<file path="config.mk">
export PLATFORM = sky130hd
export DESIGN_NAME = rolling_code_window_tracker_core
export DESIGN_NICKNAME = d
export VERILOG_FILES = /design/src/sv/rcwt_pkg.sv /design/src/sv/rcwt_slot_ram.sv /design/src/sv/rcwt_check.sv /design/src/sv/rolling_code_window_tracker_core.sv
export SDC_FILE = /design/constraint.sdc
export NUM_CORES = 1
export LEC_CHECK = 0
export BUFFER_PORTS_ARGS = -buffer_cell sky130_fd_sc_hd__buf_2
export CAP_MARGIN = 40
export CORE_MARGIN = 4
export CORE_UTILIZATION = 55
export CTS_CLUSTER_DIAMETER = 60
export DETAILED_ROUTE_END_ITERATION = 16
export MAX_ROUTING_LAYER = met4
export PLACE_DENSITY = 0.72
export SYNTH_ARGS = -nofsm -noshare
export SYNTH_HDL_FRONTEND = slang
export SYNTH_SLANG_ARGS = --single-unit
</file>
<file path="constraint.sdc">
create_clock -name clk -period 7.8 [get_ports clk]
set_input_delay 0.78 -clock clk [delete_from_list [all_inputs] [get_ports clk]]
set_output_delay 0.78 -clock clk [all_outputs]
set_load 0.05 [all_outputs]
</file>
<file path="src/sv/rcwt_pkg.sv">
// rcwt_pkg: shared types and codes for the rolling code window tracker.
// No dependencies; used by rcwt_check, rolling_code_window_tracker_core and the bench.
`default_nettype none

package rcwt_pkg;

  typedef enum logic [1:0] {
    OP_PUSH  = 2'd0,
    OP_SYNC  = 2'd1,
    OP_LOAD  = 2'd2,
    OP_CLEAR = 2'd3
  } op_t;

  // configuration register indexes
  localparam logic [1:0] CFG_NUM_SLOTS    = 2'd0;
  localparam logic [1:0] CFG_SYNC_MARGIN  = 2'd1;
  localparam logic [1:0] CFG_UNSET_MARKER = 2'd2;

  localparam logic [4:0]  NUM_SLOTS_RST    = 5'd16;
  localparam logic [31:0] SYNC_MARGIN_RST  = 32'd256;
  localparam logic [31:0] UNSET_MARKER_RST = 32'd0;

  typedef enum logic [2:0] {
    ST_IDLE = 3'b001,
    ST_RD   = 3'b010,
    ST_CLR  = 3'b100
  } state_t;

  typedef struct packed {
    logic        accepted;
    logic [7:0]  command_out;
    logic        changed;
    logic [7:0]  changed_slot;
    logic [31:0] new_code;
  } result_t;

  typedef struct packed {
    logic        we;
    logic [31:0] data;
  } update_t;

endpackage

`default_nettype wire

</file>
<file path="src/sv/rcwt_slot_ram.sv">
// rcwt_slot_ram: slot code store, one write and one read port, registered read.
// Depends on nothing.
`default_nettype none

module rcwt_slot_ram #(
  parameter int DEPTH = 16,
  parameter int AW    = 4
) (
  input  wire logic          clk,
  input  wire logic          we,
  input  wire logic [AW-1:0] waddr,
  input  wire logic [31:0]   wdata,
  input  wire logic          re,
  input  wire logic [AW-1:0] raddr,
  output logic [31:0]        rdata
);

  logic [31:0] mem [DEPTH];

  always_ff @(posedge clk) begin
    if (we) begin
      mem[waddr] <= wdata;
    end
  end

  // read data holds while re is low
  always_ff @(posedge clk) begin
    if (re) begin
      rdata <= mem[raddr];
    end
  end

endmodule

`default_nettype wire

</file>
<file path="src/sv/rcwt_check.sv">
// rcwt_check: window check, marker bump and result forming for one item.
// Depends on rcwt_pkg.
`default_nettype none

module rcwt_check (
  input  wire rcwt_pkg::op_t  op,
  input  wire logic           slot_ok,
  input  wire logic [7:0]     slot,
  input  wire logic [31:0]    code,
  input  wire logic [7:0]     command,
  input  wire logic [31:0]    last,
  input  wire logic [31:0]    sync_margin,
  input  wire logic [31:0]    unset_marker,
  input  wire logic           init_mode,
  output rcwt_pkg::result_t   res,
  output rcwt_pkg::update_t   upd
);

  logic [32:0] top_sum;
  logic        wrap;
  logic        above;
  logic        below;
  logic        in_win;
  logic        push_ok;
  logic [31:0] bumped;

  always_comb begin
    top_sum = {1'b0, last} + {1'b0, sync_margin};
    wrap    = top_sum[32];
    above   = code > last;
    below   = code <= top_sum[31:0];
    in_win  = wrap ? (above || below) : (above && below);
    push_ok = (init_mode && (last == unset_marker)) || in_win;
    bumped  = (init_mode && (code == unset_marker)) ? code + 32'd1 : code;

    res = '0;
    upd = '0;
    unique case (op)
      rcwt_pkg::OP_PUSH: begin
        if (slot_ok && push_ok) begin
          res.accepted     = 1'b1;
          res.command_out  = command;
          res.changed      = 1'b1;
          res.changed_slot = slot;
          res.new_code     = bumped;
          upd.we           = 1'b1;
          upd.data         = bumped;
        end
      end
      rcwt_pkg::OP_SYNC: begin
        if (slot_ok) begin
          res.changed      = 1'b1;
          res.changed_slot = slot;
          res.new_code     = bumped;
          upd.we           = 1'b1;
          upd.data         = bumped;
        end
      end
      rcwt_pkg::OP_LOAD: begin
        upd.we   = slot_ok;
        upd.data = code;
      end
      rcwt_pkg::OP_CLEAR: begin
        // sweep already done by the controller; nothing to report
      end
      default: begin
      end
    endcase
  end

endmodule

`default_nettype wire

</file>
<file path="src/sv/rolling_code_window_tracker_core.sv">
// rolling_code_window_tracker_core: top level, sequencer, config registers, output register.
// Depends on rcwt_pkg, rcwt_slot_ram, rcwt_check.
//
//  channel  | signals                       | payload (low bit up)
//  ---------+-------------------------------+----------------------------------------
//  input    | s_tvalid s_tready s_tdata/user| tdata: slot, code, command; tuser: opcode
//  output   | m_tvalid m_tready m_tdata/user| tdata: command_out, changed_slot, new_code;
//           |                               | tuser: accepted, changed
//  config   | cfg_we cfg_index cfg_data     | 0 num_slots, 1 sync_margin, 2 unset_marker
//
// Push, sync and load first read the slot RAM, then check and write back.
// Clear-all sweeps all MAX_SLOTS slots of the RAM one slot a cycle.
// One transaction in flight at a time; a new one is taken while the last result waits.
// A stalled output holds the finished item in its check cycle until the register frees up.
// Reset is synchronous; slot contents are undefined until loaded, synced or cleared.
`default_nettype none

module rolling_code_window_tracker_core #(
  parameter int MAX_SLOTS = 16
) (
  input  wire logic        clk,
  input  wire logic        rst,
  input  wire logic        s_tvalid,
  output logic             s_tready,
  input  wire logic [47:0] s_tdata,   // slot[7:0], code[39:8], command[47:40]
  input  wire logic [1:0]  s_tuser,   // opcode[1:0]
  output logic             m_tvalid,
  input  wire logic        m_tready,
  output logic [47:0]      m_tdata,   // command_out[7:0], changed_slot[15:8], new_code[47:16]
  output logic [1:0]       m_tuser,   // accepted[0], changed[1]
  input  wire logic        cfg_we,
  input  wire logic [1:0]  cfg_index,
  input  wire logic [31:0] cfg_data
);

  localparam int AW = (MAX_SLOTS > 1) ? $clog2(MAX_SLOTS) : 1;
  localparam logic [AW-1:0] LAST_IDX = AW'(MAX_SLOTS - 1);

  rcwt_pkg::state_t  state;
  logic [4:0]        num_slots;
  logic [31:0]       sync_margin;
  logic [31:0]       unset_marker;
  logic              init_mode;
  logic [AW-1:0]     clr_cnt;

  rcwt_pkg::op_t     op;
  logic [7:0]        slot;
  logic [31:0]       code;
  logic [7:0]        command;
  logic              slot_ok;
  rcwt_pkg::result_t out_res;

  logic              accept;
  logic              out_free;
  logic              finish;
  logic              in_ok;
  logic [31:0]       rdata;
  logic              ram_we;
  logic [AW-1:0]     ram_waddr;
  logic [31:0]       ram_wdata;
  rcwt_pkg::result_t res;
  rcwt_pkg::update_t upd;

  assign s_tready = (state == rcwt_pkg::ST_IDLE) && !rst;
  assign accept   = s_tvalid && s_tready;
  assign out_free = !m_tvalid || m_tready;
  assign finish   = (state == rcwt_pkg::ST_RD) && out_free;
  assign in_ok    = ({3'b000, s_tdata[7:0]} < {6'd0, num_slots}) &&
                    ({1'b0, s_tdata[7:0]} < 9'(MAX_SLOTS));

  assign m_tdata  = {out_res.new_code, out_res.changed_slot, out_res.command_out};
  assign m_tuser  = {out_res.changed, out_res.accepted};

  always_comb begin
    if (state == rcwt_pkg::ST_CLR) begin
      ram_we    = 1'b1;
      ram_waddr = clr_cnt;
      ram_wdata = unset_marker;
    end else begin
      ram_we    = finish && upd.we;
      ram_waddr = slot[AW-1:0];
      ram_wdata = upd.data;
    end
  end

  rcwt_slot_ram #(
    .DEPTH (MAX_SLOTS),
    .AW    (AW)
  ) u_ram (
    .clk   (clk),
    .we    (ram_we),
    .waddr (ram_waddr),
    .wdata (ram_wdata),
    .re    (accept),
    .raddr (s_tdata[AW-1:0]),
    .rdata (rdata)
  );

  rcwt_check u_check (
    .op           (op),
    .slot_ok      (slot_ok),
    .slot         (slot),
    .code         (code),
    .command      (command),
    .last         (rdata),
    .sync_margin  (sync_margin),
    .unset_marker (unset_marker),
    .init_mode    (init_mode),
    .res          (res),
    .upd          (upd)
  );

  always_ff @(posedge clk) begin
    if (rst) begin
      state        <= rcwt_pkg::ST_IDLE;
      m_tvalid     <= 1'b0;
      init_mode    <= 1'b0;
      clr_cnt      <= '0;
      num_slots    <= rcwt_pkg::NUM_SLOTS_RST;
      sync_margin  <= rcwt_pkg::SYNC_MARGIN_RST;
      unset_marker <= rcwt_pkg::UNSET_MARKER_RST;
    end else begin
      if (cfg_we) begin
        unique case (cfg_index)
          rcwt_pkg::CFG_NUM_SLOTS:    num_slots    <= cfg_data[4:0];
          rcwt_pkg::CFG_SYNC_MARGIN:  sync_margin  <= cfg_data;
          rcwt_pkg::CFG_UNSET_MARKER: unset_marker <= cfg_data;
          default: begin
          end
        endcase
      end

      if (finish) begin
        m_tvalid <= 1'b1;
      end else if (m_tvalid && m_tready) begin
        m_tvalid <= 1'b0;
      end

      unique case (state)
        rcwt_pkg::ST_IDLE: begin
          if (accept) begin
            clr_cnt <= '0;
            state   <= (rcwt_pkg::op_t'(s_tuser) == rcwt_pkg::OP_CLEAR) ?
                       rcwt_pkg::ST_CLR : rcwt_pkg::ST_RD;
          end
        end
        rcwt_pkg::ST_CLR: begin
          clr_cnt <= clr_cnt + AW'(1);
          if (clr_cnt == LAST_IDX) begin
            init_mode <= 1'b1;
            state     <= rcwt_pkg::ST_RD;
          end
        end
        rcwt_pkg::ST_RD: begin
          if (out_free) begin
            state <= rcwt_pkg::ST_IDLE;
          end
        end
        default: begin
          state <= rcwt_pkg::ST_IDLE;
        end
      endcase
    end
  end

  // item fields and result payload
  always_ff @(posedge clk) begin
    if (accept) begin
      op      <= rcwt_pkg::op_t'(s_tuser);
      slot    <= s_tdata[7:0];
      code    <= s_tdata[39:8];
      command <= s_tdata[47:40];
      slot_ok <= in_ok;
    end
    if (finish) begin
      out_res <= res;
    end
  end

endmodule

`default_nettype wire

</file>
# Word-level counts from Yosys, hierarchy flattened
# Memories as Yosys holds them, arrays and structs flattened. A register that Yosys moved wholly into a read port is not among the register bits.
# Cells that the tools add are included.
# classes
add_sub_neg	3
magnitude_cmp	4
eq_ne	14
n_mux	22
reduce_logical	26
# ops
op	count
case mux 33 bit (3 select lines)	1
case mux 41 bit (2 select lines)	1
2-to-1 mux 33 bit	2
equality test 32 bit	2
2-to-1 mux 32 bit	2
2-to-1 mux 50 bit	1
2-to-1 mux 41 bit	1
adder 32 x 32 -> 33 bit	1
adder 32 x 1 -> 32 bit (second input constant)	1
greater-than comparator 32 bit	1
less-or-equal comparator 32 bit	1
2-to-1 mux 3 bit	4
AND reduction 2 bit	6
logical AND 1 bit	10
case mux 3 bit (3 select lines)	1
< comparator 8 x 5 -> 1 bit	1
< comparator 8 x 5 -> 1 bit (second input constant)	1
2-to-1 mux 4 bit	2
case mux 4 bit (2 select lines)	1
equality test 2 bit (second input constant)	3
2-to-1 mux 1 bit	6
adder 4 x 1 -> 4 bit (second input constant)	1
equality test 2 x 1 -> 1 bit (second input constant)	2
equality test 4 bit (second input constant)	1
10 further kinds	16
# totals
regBits	179
ramBits	512
input_bits	89
output_inout_bits	52
wordCells	87
n_memories	1
# memory_table
memory	words	word_bits	rd	rd_clocked_by_memory_dff	wr	line_no	source
u_ram.mem	16	32	1	1	1	rcwt_slot_ram.sv:18	logic [31:0] mem [DEPTH];

# Depth between registers and ports, before layout
# logic_depth
ltp_word	12
ltp_mapped	24
ltp_nobuf	22

# Cells and area by module
# Synthesis repeated with hierarchy kept, for this count alone.
# hier_totals
cells_unflattened	2058
area_unflattened_um2	31639.1
# modules_own_cells
mod	n_inst	cells_each	area_per_inst_um2
rcwt_slot_ram	1	838	20155.6
rolling_code_window_tracker_core	1	512	6462.4
rcwt_check	1	708	5021.1

# Worst setup path after synthesis
# Ideal clock, no wire load.
# synth_path
path_kind	flip-flop to flip-flop
startpoint	reg u_ram.rdata[0], read port of u_ram.mem
endpoint	mem u_ram.mem[11][0], enable pin
setup_ps	421
arrival_time_ps	5735
slack_ps	1644
path_stages_with_launch	23
n_path_buf	0
path_cell_list	edfxtp_1 > ha_1 > inv_1 > fa_1 > nor2b_4 > o2111ai_1 > a21oi_1 > o31a_1 > o221ai_4 > a21boi_2 > o41ai_4 > mux2i_1 > a2111oi_2 > ha_1 > a21oi_1 > nand2_1 > a221o_1 > a21oi_1 > a22oi_1 > o221a_2 > o21ai_1 > a41oi_1 > nor2_1
# synth_via
elab_chain_cells	12
word_cells_on_any_way	16
# synth_lines
item	line_no	source
from (decl)	rcwt_slot_ram.sv:15	output logic [31:0] rdata
adder 32 x 32 -> 33 bit	rcwt_check.sv:28	top_sum = {1'b0, last} + {1'b0, sync_margin};
less-or-equal comparator 32 bit	rcwt_check.sv:31	below = code <= top_sum[31:0];
logical AND 1 bit or logical OR 1 bit (tied branches)	rcwt_check.sv:32	in_win = wrap ? (above || below) : (above && below);
2-to-1 mux 1 bit	rcwt_check.sv:32	
logical OR 1 bit *	rcwt_check.sv:33	push_ok = (init_mode && (last == unset_marker)) || in_win;
logical AND 1 bit *	rcwt_check.sv:40	if (slot_ok && push_ok) begin
2-to-1 mux 33 bit *	rcwt_check.sv:40	
case mux 33 bit (3 select lines) *	rcwt_check.sv:38	unique case (op)
logical AND 1 bit *	rolling_code_window_tracker_core.sv:80	ram_we = finish && upd.we;
2-to-1 mux 1 bit *	rolling_code_window_tracker_core.sv:75	if (state == rcwt_pkg::ST_CLR) begin
2-to-1 mux 1 bit *	rcwt_slot_ram.sv:21	if (we) begin
2-to-1 mux 1 bit (not written as such) *	rcwt_slot_ram.sv:22	mem[waddr] <= wdata;
to (decl)	rcwt_slot_ram.sv:18	
# Mark *: on every way between the ends. The rest lies on a longest branch, timed or not.

# Final worst setup path
# layout_path
startpoint	reg u_ram.rdata[0], read port of u_ram.mem
endpoint	mem u_ram.mem[12][27], enable pin
# Same word-level chain as after synthesis.

==> results.json <==
{
  "wire_length_of_the_first_global_routing_pass_mm": 124,
  "core-area_um2": 56600,
  "timing.critical_path.from_type": "register",
  "timing.final.setup_violations": 0,
  "grt_use_total_pct": 28.4,
  "fp-row-count": 87,
  "clock_sinks": 723,
  "vias_per_cell": 6.29,
  "final.setup_skew_ps": 34.3,
  "detail_route.wl_per_cell_um": 27.3,
  "nets": 2428,
  "synth_fp_nets": 2224,
  "power_per_cell_area_nw_per_um2": 251,
  "ff2ff_path_depth": 24,
  "die_area_um2": 61300,
  "synth_seq_cells": 723,
  "hold_fix_buffers_cts": 0,
  "die-height_um": 248,
  "final_layout_size_suffix_gt1_share_pct": 23.1,
  "numPortBuffers": 140,
  "worstPathCellList": "ha_1, inv_1, fa_1, nor2b_4, o2111ai_1, a21oi_1, o31a_1, o221ai_4, a21boi_2, o41ai_4, mux2i_1, a2111oi_2, ha_1, a21oi_1, nand2_1, a221o_1, a21oi_1, a22oi_1, o221a_2, o21ai_1, a41oi_1, buf_4, nor2_4, buf_4",
  "min-delay-path-class": "input port to register",
  "place.detailed.instances": 2911,
  "start_util_pct": 55.8,
  "vdd_drop_max_mv": 0.229,
  "ys_seq_area_share_pct": 66.3,
  "antenna_found_initial": 3,
  "io_pins": 141,
  "cts_tree": "yes",
  "yosysWarningCount": 0,
  "place_congestion": 0.967,
  "layout.cells.non_filler": 3056,
  "total_power_mw": 9.13,
  "critPathMaxFanout": 20,
  "power_leakage_nw": 12.8,
  "holdPathStages": 1,
  "remaining_drc_errors": 0,
  "place.detailed.hpwl_mm": 56.6,
  "unrepaired_setup_endpoints_after_global_routing": "no",
  "syn-mean-instance-area_um2": 15.5,
  "yosys_most_used_dff": "sky130_fd_sc_hd__edfxtp_1",
  "vias_in_the_first_global_route": 19000,
  "syn_to_final_growth_pct": 15.3,
  "grt_start_max_net_pins": 80,
  "r2r-end": "u_ram.mem[12][27]$_DFFE_PP_",
  "die_width_um": 248,
  "timing.setup.critical_path_class": "register to register",
  "slack_of_the_worst_reg_to_reg_path_ps": 1090,
  "setup_tns_ps": 0,
  "clockRootBuffer": "sky130_fd_sc_hd__clkbuf_16",
  "yosys.area.top_type_share_pct": 61.3,
  "ctsResizeCount": 0,
  "leading_post_synthesis_cells_by_instance_count": "645 x sky130_fd_sc_hd__edfxtp_1, 198 x sky130_fd_sc_hd__nand2_1, 160 x sky130_fd_sc_hd__mux4_2",
  "max_slew_margin_pct": 36.7,
  "whs_ps": 306,
  "rr_startpoint": "u_ram.rdata[0]$_DFFE_PP_",
  "hold_violation_count_in_the_final_report": 0,
  "critPathTopFamily": "compound AO/OA/AOI/OAI gates",
  "crit_buf_inv": 3,
  "finalMaxSlewViolations": 0,
  "maxCapViolCount": 0,
  "endpoint_kind": "register",
  "timing.final.crit_share_pct": 86.0,
  "detailed_place.area_um2": 33700,
  "worst_slew_pin_slew_ps": 941,
  "cell_with_the_most_instances_after_synthesis": "sky130_fd_sc_hd__edfxtp_1",
  "largest_cells_by_area_after_synthesis": "sky130_fd_sc_hd__edfxtp_1 61%, sky130_fd_sc_hd__mux4_2 11%, sky130_fd_sc_hd__dfxtp_1 4.9%, sky130_fd_sc_hd__ha_1 4.0%, sky130_fd_sc_hd__a21oi_1 2.4%",
  "detail-route-antenna-nets": 0,
  "detailedRoute.firstIterationViolations": 2041,
  "cp.required_ps": 8130,
  "cpMostUsedCell": "sky130_fd_sc_hd__a21oi_1",
  "cts_buffer_depth": 3,
  "synthesis.instances": 2032,
  "design_area_um2": 36400,
  "clk_pin_slew_ps": 60,
  "gr-total-overflow": 0,
  "critical-path-slowest-cell": "sky130_fd_sc_hd__nor2_4",
  "synth.cell_area_um2": 31600,
  "cts_setup_buffers": 0,
  "layout_min_cycle_time_ps": 6710,
  "crit_arrival_ps": 7040,
  "worstSkewPairLatency_ps": 650,
  "worstSetupStartpoint": "u_ram.rdata[0]$_DFFE_PP_",
  "endpoint": "u_ram.mem[12][27]$_DFFE_PP_",
  "drt_pre_antenna_iters": 5,
  "tritoncts.num_buffers": 78,
  "slowest_delay_ps": 520,
  "detail_route.wirelength_mm": 83.3,
  "logic_depth_of_the_worst_setup_path_including_buffers": 24,
  "synth-edff-count": 645,
  "run_status": "finished, final reports clean",
  "ctsHtreeMaxLevel": 3,
  "detailroute.via_count": 19200,
  "postSynth.asyncResetShare_pct": 0,
  "synthDominantAreaCellType": "sky130_fd_sc_hd__edfxtp_1",
  "synth.distinct_cells": 72,
  "clock.fmax_mhz": 149
}
per-stage QoR:
step | worst slack (ps) | utilization, %
detailed placement | 1100 | 59.6
global placement | 1090 | 59.2
global route | 702 | 64.3
CTS | 1070 | 64.3
finish | 1090 | 64.3
floorplan | 1640 | -
layout by cell type (no fill, tap or decap), types with 16 or more instances in the layout:
cell type                   instances
sky130_fd_sc_hd__edfxtp_1         645
sky130_fd_sc_hd__nand2_1          198
sky130_fd_sc_hd__mux4_2           160
sky130_fd_sc_hd__a21oi_1          150
sky130_fd_sc_hd__buf_2            138
sky130_fd_sc_hd__nor2_1           106
sky130_fd_sc_hd__ha_1             102
sky130_fd_sc_hd__clkbuf_16         78
sky130_fd_sc_hd__dfxtp_1           78
sky130_fd_sc_hd__xor2_1            61
sky130_fd_sc_hd__inv_1             58
sky130_fd_sc_hd__xnor2_1           58
sky130_fd_sc_hd__buf_4             58
sky130_fd_sc_hd__nand3_1           34
sky130_fd_sc_hd__o21ai_0           25
sky130_fd_sc_hd__nor3_1            20
sky130_fd_sc_hd__nand4_1           20
sky130_fd_sc_hd__nor2_4            19
sky130_fd_sc_hd__and3_1            18
sky130_fd_sc_hd__o22ai_1           18
sky130_fd_sc_hd__and2_1            16
area by class of cell:
cell class	count	area, µm²
sequential	723	20900
clock buffer	95	2060
clock inverter	45	613
inverter	58	218
tap	756	946
timing repair buffer	208	1400
multi-input combinational	1167	10200
fill	4016	20200
antenna	4	10.0
worst register-to-register path: cells and delay by family (launching register included):
family | cells | cell delay, ps
flops | 1 | 400
buf+inv | 3 | 660
compound gates | 14 | 3520
mux | 1 | 150
simple gates | 3 | 730
fa+ha+maj | 3 | 950
report_power, final:
group	switching (mW)	total (mW)	leakage (nW)	internal [mW]
sequential	0.0854	4.44	6.54	4.36
clock	1.56	3.80	1.30	2.24
combinational	0.575	0.892	4.92	0.317
total	2.22	9.13	12.8	6.91
cell families (layout without fill, tap and decap cells):
kind of cell    Yosys count  after routing  share of synthesized area [%]
compound gates          291            291                           5.86
simple gates            491            491                           7.17
other cells               0              4                              0
buf+inv                 142            406                           1.79
flops                   723            723                           66.3
mux                     163            163                           11.5
xor+xnor                119            119                           3.30
fa+ha+maj               103            103                           4.10
routing by layer:
metal | track usage, % | part of all wire [%]
met5 | - | 0
met4 | 8.99 | 3.5
met3 | 4.67 | 8.6
met2 | 42.5 | 47
met1 | 40.6 | 41
worst min path at each step:
stage / startpoint / endpoint / slack, ps
after floorplan: sync_margin[0]$_SDFFE_PP0P_ / sync_margin[0]$_SDFFE_PP0P_ / 440
after global placement: sync_margin[29]$_SDFFE_PP0P_ / sync_margin[29]$_SDFFE_PP0P_ / 450
after detailed placement: sync_margin[30]$_SDFFE_PP0P_ / sync_margin[30]$_SDFFE_PP0P_ / 450
after CTS: s_tdata[17] / code[9]$_DFFE_PP_ / 280
after global routing: s_tdata[17] / code[9]$_DFFE_PP_ / 290
final: s_tdata[17] / code[9]$_DFFE_PP_ / 310
sequential cells by signal, summed over array words and instances (netlist names), 2 cells and up:
register      cells
u_ram.mem       512
m_tdata          48
code             32
sync_margin      32
u_ram.rdata      32
unset_marker     32
command           8
slot              8
num_slots         5
clr_cnt           4
state             3
m_tuser           2
op                2
Power figures use the tool's default switching activity.
